`src/hdl/scc_delay.sv`:
```
`timescale 1ns / 1ps
// ----------------------------------------------------------------------------
// Delay line
// Shift register that keeps side data aligned with the long datapath.
// ----------------------------------------------------------------------------
module scc_delay #(
  parameter int W     = 32,
  parameter int DEPTH = 4
) (
  input  logic         clk,
  input  logic         en,
  input  logic [W-1:0] d,
  output logic [W-1:0] q
);

  logic [W-1:0] line [DEPTH];

  always_ff @(posedge clk) begin
    if (en) begin
      line[0] <= d;
      for (int i = 1; i < DEPTH; i++) begin
        line[i] <= line[i-1];
      end
    end
  end

  assign q = line[DEPTH-1];

endmodule

```
`config.mk`:
```
export PLATFORM = sky130hd
export DESIGN_NAME = scc_delay
export DESIGN_NICKNAME = d
export VERILOG_FILES = /design/src/hdl/scc_delay.sv
export SDC_FILE = /design/constraint.sdc
export NUM_CORES = 1
export LEC_CHECK = 0
export BUFFER_PORTS_ARGS = -buffer_cell sky130_fd_sc_hd__buf_4
export CORE_UTILIZATION = 50
export DETAILED_ROUTE_END_ITERATION = 8
export GPL_ROUTABILITY_DRIVEN = 0
export PLACE_DENSITY = 0.83
export SLEW_MARGIN = 20
export SYNTH_ARGS = -nofsm -noshare
export SYNTH_HDL_FRONTEND = slang
export SYNTH_SLANG_ARGS = --single-unit
```
`constraint.sdc`:
```
create_clock -name clk -period 1.15 [get_ports clk]
set_clock_uncertainty 0.2 [all_clocks]
set_input_delay 0.1725 -clock clk [delete_from_list [all_inputs] [get_ports clk]]
set_output_delay 0.1725 -clock clk [all_outputs]
set_load 0.05 [all_outputs]
```
==> summary.md <==
| Metric | Value |
|---|---|
| Outcome | complete, but fails checks |
| Failing checks | setup timing |
| First-pass GRT wire length | 7.97 mm |
| Crit path required time | around 0.78 ns |
| Setup fix buffers added after clock tree synthesis | 0 |
| Max Clk Rate | 685 MHz |
| Die X | 89.7 um |
| Fin worst setup slack | -0.311 ns |
| Row count | 31 |
| Setup Viol. Count Final | 32 |
| Max-cap violation count | 0 |
| GRT overflow | 0 |
| FF-to-FF End | line[3][0] |
| WHS Path Cells | 2 |
| Biggest register | line |
| Final hold vios | 0 |
| DIE AREA | around 8000 um^2 |
| Syn_nets | 162 |
| Mapped Cells | approximately 130 |
| Hold WC Path Type | input port to flip-flop |
| DRC Markers | 0 |
| CTS tree | built |
| Area of the core | 7330 um^2 |
| Initial antenna violation count | 0 |
| DRT iter0 DRCs | 75 |
| Synthesis-to-finish area growth | 46.4% |
| Clk sinks | 128 |
| Initial Utilization | about 52% |
| Layout cell share with drive strength beyond 1 | between 30% and 40% |
| Critical Path AT | 1.09 ns |
| CTS buffer count | 17 |
| Min cycle time layout | 1.46 ns |
| Die Y | 89.7 um |
| Critical-path cell list | buf_6 |
| Crit path to | q[3] |
| CP peak stage delay | between 0.4 and 0.5 ns |
| PortBufs | 65 |
| Sequential Area | 3840 um^2 |
| CP Capture Type | primary output |
| Pre-Repair DR Iteration Count | 4 |
| Worst reg2reg path depth | 0 |
| Ys Warns | 0 |
| RSZ-0062 raised after global routing | true |
| Ant. Diodes | 0 |
| Worst Setup Path Type | flip-flop to primary output |
| Vias in the first global route | 1669 |
| Lkg Pwr | about 2.1 nW |
| #MultiIn Comb | 0 |
| Clock root buffer | clkbuf_8 |
| Yosys top cell area share | 100% |
| Mapped cell area | 3840 um^2 |
| Crit path max-delay family | flip-flops |
| Vias | ~1600 |
| Slew @ Worst Pin | between 0.2 and 0.3 ns |
| PwrDens | 2110 nW/um^2 |
| Fill count | 363 |
| CP startpoint | line[3][3] |
| Max clock buf depth | 2 |
| Post-synth cell types | 1 |
| Ports | 66 |
| Placed cell area | roughly 4500 um^2 |
| Area of the multi-input gates | 0 um^2 |
| H-tree levels | 4 |
| VDD IR max | 1.43 mV |
| Worst skew pair latency | 0.50 ns |
| Post-synth top area cell | edfxtp_1 |
| Post-synthesis sequential area ratio | 100% |
| Crit path launch type | flip-flop |
| Slew headroom | between 80% and 90% |
| Crit path buffers/inverters | 1 |
| Fin crit share | 127% |
| FF-to-FF setup slack | 0.26 ns |
| Syn Area/Cell | around 30 um^2 |
| Nets | roughly 280 |
| Post-route cell area | between 5000 and 6000 um^2 |
| Top Registers | line: 128 flops |
| Critical path depth | 1 |
| Wire length per cell | 15.0 um |
| #FFs+latches synth | 128 |
| Worst r2r src | line[2][0] |
| Largest net degree at the start of global routing | 33 |
| Via/cell ratio | 4.51 |
| GRT Overall Usage | 15.1% |
| Largest register FFs | about 130 |
| Cells after DPL | 297 |
| Crit-path slowest cell | edfxtp_1 |
| Clock-pin slew on the worst setup and hold paths | 0.06 ns |
| Post-route insts no fill | 362 |
| Dpl hpwl | 2.82 mm |
| Post-route antenna net violation count | 0 |
| Min Hold Slack | 0.188 ns |
| Max Slew Vio Count | 0 |
| CP max FO | 1 |
| Detailed Route WL | ~5.4 mm |
| Area contributors post-synth | edfxtp_1 |
==> per-layer routing <==
| layer | GRT usage, % | routed length, um | share of wire, % | up-vias |
|---|---|---|---|---|
| met4 | 9.52 | 102 | 1.9 | 0 |
| met3 | 5.48 | 225 | 4.1 | 9 |
| li1 | - | - | - | 770 |
| met5 | 0 | 0 | 0 | - |
| met1 | 15.5 | 2080 | 38 | 800 |
| met2 | 26.2 | 3030 | 56 | 52 |
==> how the worst min path moves through the flow <==
stage                      from           to  slack (ns)
after floorplan            d[0]   line[0][0]        0.07
after global placement    d[22]  line[0][22]        0.15
after detailed placement   d[7]   line[0][7]        0.15
after CTS                  d[4]   line[0][4]        0.16
after global routing       d[7]   line[0][7]        0.17
final                     d[16]  line[0][16]        0.19
==> report_power, final <==
| part | switching [mW] | internal, mW |
|---|---|---|
| registers | 0.0965 | 5.50 |
| clock network | 1.85 | 3.73 |
| logic | 0.375 | 0.289 |
==> cell type report <==
class	count	area share, %
flip-flops and latches	128	68.3
repair buffers	103	18.2
clock buffers	18	7.43
clock inverters	14	3.80
well taps	99	2.20
==> cell usage after synthesis <==
cell	n
edfxtp_1	128
==> what timing repair did <==
action,in CTS,in global routing
endpoints found under the setup margin,32,32
cloned,0,0
endpoints found under the hold margin,160,0
hold buffers,33,0
gates resized for setup,32,0
==> cell families (layout without fill, tap and decap cells) <==
kind of cell	Yosys count	in the layout	share of synthesized area, %
flip-flops	128	128	100
buffers and inverters	0	135	0
==> layout by cell type, fill, tap and decap left out, types with 2 or more instances in the layout <==
cell type      instances
clkinvlp_4             3
dlygate4sd3_1         33
clkinv_2               3
edfxtp_1             128
buf_12                 4
clkinv_4               2
clkbuf_16             16
buf_6                 32
buf_4                 34
bufinv_16              5
==> metrics by stage <==
step	util (%)	TNS, ns	power, mW	setup slack [ns]
floorplan	-	0	5.88	0.177
global placement	62.0	0	6.17	0.0747
detailed placement	62.0	0	6.21	0.0621
CTS	76.7	-9.62	11.9	-0.344
global route	76.7	-10.04	12.2	-0.343
finish	76.7	-8.71	11.8	-0.311
Power figures use the tool's default switching activity.
