--- config.mk ---
export PLATFORM = sky130hd
export DESIGN_NAME = scc_isqrt
export DESIGN_NICKNAME = d
export VERILOG_FILES = /design/src/hdl/scc_isqrt.sv
export SDC_FILE = /design/constraint.sdc
export NUM_CORES = 2
export LEC_CHECK = 0
export BUFFER_PORTS_ARGS = -buffer_cell sky130_fd_sc_hd__buf_2
export CAP_MARGIN = 20
export CELL_PAD_IN_SITES_DETAIL_PLACEMENT = 1
export CELL_PAD_IN_SITES_GLOBAL_PLACEMENT = 1
export CORE_UTILIZATION = 45
export DETAILED_ROUTE_END_ITERATION = 16
export GPL_ROUTABILITY_DRIVEN = 0
export HOLD_SLACK_MARGIN = 0.12
export PLACE_DENSITY = 0.78
export SLEW_MARGIN = 20
export SYNTH_ARGS = -nofsm -noshare
export SYNTH_HDL_FRONTEND = slang
export SYNTH_SLANG_ARGS = --single-unit
export TNS_END_PERCENT = 100
--- constraint.sdc ---
create_clock -name clk -period 9.5 [get_ports clk]
set_clock_uncertainty 0.15 [all_clocks]
set_input_delay 0.475 -clock clk [delete_from_list [all_inputs] [get_ports clk]]
set_output_delay 0.475 -clock clk [all_outputs]
set_load 0.01 [all_outputs]
--- src/hdl/scc_isqrt.sv ---
`timescale 1ns / 1ps
// ----------------------------------------------------------------------------
// Pipelined integer square root
// One root bit per stage, floor of the square root of a W-bit value.
// ----------------------------------------------------------------------------
module scc_isqrt #(
  parameter int W = 64
) (
  input  logic             clk,
  input  logic             en,
  input  logic [W-1:0]     x,
  output logic [W/2-1:0]   root
);

  localparam int RW = W / 2;

  logic [W-1:0]  rem_q  [RW];
  logic [RW-1:0] root_q [RW];

  for (genvar k = 0; k < RW; k++) begin : g_stage
    localparam int B = RW - 1 - k;
    logic [W-1:0]  rem_in;
    logic [RW-1:0] root_in;
    logic [W-1:0]  inc;

    if (k == 0) begin : g_first
      assign rem_in  = x;
      assign root_in = '0;
    end else begin : g_next
      assign rem_in  = rem_q[k-1];
      assign root_in = root_q[k-1];
    end

    assign inc = ({{RW{1'b0}}, root_in} << (B + 1)) | ({{(W-1){1'b0}}, 1'b1} << (2 * B));

    always_ff @(posedge clk) begin
      if (en) begin
        if (rem_in >= inc) begin
          rem_q[k]  <= rem_in - inc;
          root_q[k] <= root_in | ({{(RW-1){1'b0}}, 1'b1} << B);
        end else begin
          rem_q[k]  <= rem_in;
          root_q[k] <= root_in;
        end
      end
    end
  end

  assign root = root_q[RW-1];

endmodule

==> flow_metrics.tcl <==
set metrics [dict create \
    fmax_mhz 173 \
    whs_ns 0.162 \
    drt_first_pass_iters 5 \
    synthFlopType "edfxtp_1" \
    portBuffers 97 \
    crit_required_ns 9.93 \
    cts_made_buffers 278 \
    worstMarginPinSlew_ns 1.26 \
    dp_hpwl_um 256000 \
    vdd_drop_max_mv 0.214 \
    final_max_slew_viol_count 0 \
    io_pins 98 \
    ctsResizeCount 0 \
    start_kind "register" \
    cp-end-kind "register" \
    synth-edff-count 2512 \
    synth_nets 10400 \
    slowest_delay_ns 0.96 \
    grt_usage_pct 26.1 \
    synth_area_leaders "edfxtp_1 (62%), ha_1 (5.7%), xnor2_1 (3.3%)" \
    crit_chain "ha_1, nand3_1, nor4_1, nand4b_1, nor4_1, nor4_1, inv_1, a211oi_4, buf_4, or4_1, nor4_1, xor2_1" \
    viasPerCell 6.03 \
    ys.warnings.count 0 \
    status "finished, final reports clean" \
    leakagePower_nw 50.8 \
    synthArstFlopShare_pct 0 \
    total_power_mw 33.6 \
    syn_to_final_growth_pct 12.3 \
    slowest_stage "nor4_1" \
    avgSynthCellArea_um2 12.4 \
    post-route-period-util_pct 60.8 \
    cp.buffers_inverters 2 \
    critPathKind "register to register" \
    crit_fanout 49 \
    clk_latency_ns 0.96 \
    cpLargestDelayFamily "simple AND/OR/NAND/NOR gates" \
    antenna_left 0 \
    cellPowerDensity_mw_per_mm2 246 \
    cts_root_buf "clkbuf_16" \
    finalSetupViolCount 0 \
    nFillCells 27300 \
    fin_nets 10700 \
    cts_sinks 2512 \
    rsz0062_at_grt "no" \
    synth_top_cells_by_count "edfxtp_1 (2512), nand2_1 (787), inv_1 (686)" \
    layout-drive-gt1-share_pct 7.19 \
    post_drt_wl_per_cell_um 26.0 \
    synth.most_common_cell "edfxtp_1" \
    grt.overflow.total 0 \
    drc 0 \
    grt_max_degree 213 \
    grt_pass1_vias 87000 \
    synth_top_area_share_pct 62.0 \
    fp.dieArea_mm2 0.272 \
    netlist_area_mm2 0.122 \
    cap_violations 0 \
    hp-class "input port to register" \
    slew_headroom_pct 15.1 \
    arrival_ns 6.21 \
    drtIter0Drc 8173 \
    path_clk_slew_ns 0.07 \
    cts_tree "done" \
    fp-row-count 190 \
    yosysTopAreaCell "edfxtp_1" \
    ys_seq_area_share_pct 62.0 \
    cts_max_level 5 \
    cpMostUsedCell "nor4_1" \
    synth_cells 9800 \
    grt_antenna_before_repair 20 \
    core_mm2 0.268 \
    utilization_pct 50.9 \
    start_util_pct 45.3 \
    tns_ns 0 \
    dieHeight_um 522 \
    routed_wl_um 362000 \
    finalHoldViolations 0 \
    grt_pass1_wl_um 543000 \
    cts_buffer_depth 4 \
    post-cts-setup-buffers 0 \
    min_period_ns 5.77 \
    die_x_um 522 \
    yosys.cell_types.count 86 \
    synth_seq_cells 2512 \
    route.vias.total 83900 \
]
==> worst paths after layout <==
| check | startpoint | endpoint | slack, ns | depth (start not counted) |
|---|---|---|---|---|
| min reg2reg | rem_q[0][972]$_DFFE_PP_ | rem_q[1][12]$_DFFE_PP_ | 0.24 | 0 |
| min | x[60] | rem_q[0][60]$_DFFE_PP_ | 0.16 | 2 |
| max reg2reg | rem_q[1][487]$_DFFE_PP_ | rem_q[1][572]$_DFFE_PP_ | 3.73 | 12 |
| max | rem_q[1][487]$_DFFE_PP_ | rem_q[1][572]$_DFFE_PP_ | 3.73 | 12 |
==> final cells by class <==
type                            instances  area (um^2)  area share, %
Clock inverter                        171         1600           1.17
Multi-Input combinational cell       6358        42800           31.3
Sequential cell                      2512        75400           55.3
Timing Repair Buffer                  287         2360           1.73
Clock buffer                          326         7290           5.34
Antenna cell                           10         25.0         0.0183
Tap cell                             3552         4440           3.26
Inverter                              686         2570           1.89
==> timing repair <==
action,in CTS,in global routing
endpoints found under the setup margin,0,0
hold buffers,123,0
endpoints found under the hold margin,123,0
==> flip-flops by register name, summed over array words and instances (netlist names) <==
signal	count
rem_q	1984
root_q	528
==> per-layer routing <==
metal	track usage, %	wire length (um)	vias up
li1	-	-	37300
met2	42.9	171000	3342
met3	4.67	27200	869
met4	11.6	17400	26
met5	0	161	-
met1	33.6	146000	42400
==> stage by stage <==
step                      worst slack, ns  cells  cell area, um^2
after global routing                 3.78  13900           136000
final                                3.73  13900           136000
after global placement               4.28  13300           126000
after CTS                            3.84  13900           136000
after floorplan                      5.03   9800           122000
after detailed placement             4.00  13300           126000
==> power by group <==
part           internal, mW  switching (mW)
Combinational          2.78            4.62
Sequential             14.1            1.33
Clock                  6.11            4.70
==> worst register-to-register path: cells and delay by family, from the launching register on <==
kind / cells / cell delay, ns
AOI/OAI and AO/OA: 1 / 0.04
xor gates and xnor gates: 1 / 0.16
adders and majority gates: 1 / 0.44
buffers and inverters: 2 / 0.54
DFF: 1 / 0.40
and+or+nand+nor: 7 / 3.73
==> cell usage in the layout, fill, tap and decap left out, types with 30 or more instances in the layout <==
cell           synthesis  routed
o31ai_1               36      35
or3_1                103     103
clkinv_1               0      55
buf_4                  0      52
clkbuf_1             220      41
nor4b_1               72      71
buf_2                 15      97
nand2b_1             118     118
o21ai_0              546     544
edfxtp_1            2512    2512
clkinv_2               0      55
nand4b_1              38      38
nor2b_1               68      67
inv_1                686     685
or2_2                 43      43
a21oi_1              488     488
nand3_1              159     159
xnor2_1              456     456
and3_1                47      46
o21bai_1              51      51
a211oi_1              55      53
nor4_1               354     350
mux2_2                77      77
clkbuf_16              0     285
a31oi_1               59      58
nor2_1               539     538
nand4_1              162     162
or4_1                 72      72
xor2_1               438     438
nor3_1               283     280
nor3b_1               31      30
dlygate4sd3_1          0     123
ha_1                 558     558
a21o_1               254     254
o21a_1                93      93
nand2_1              787     787
==> kinds of logic (layout without fill, tap and decap cells) <==
family / count (synthesis) / in the layout / synth area share (%)
flip-flops: 2512 / 2512 / 62.0
buffers and inverters: 930 / 1470 / 2.89
other: 0 / 10 / 0
XOR/XNOR: 894 / 894 / 6.44
adder cells (fa/ha/maj): 558 / 558 / 5.74
AND/OR/NAND/NOR: 2989 / 2989 / 12.7
multiplexers: 88 / 88 / 0.804
AO/OA/AOI/OAI: 1829 / 1829 / 9.35
Note: power is estimated with default switching activity, not from simulation.
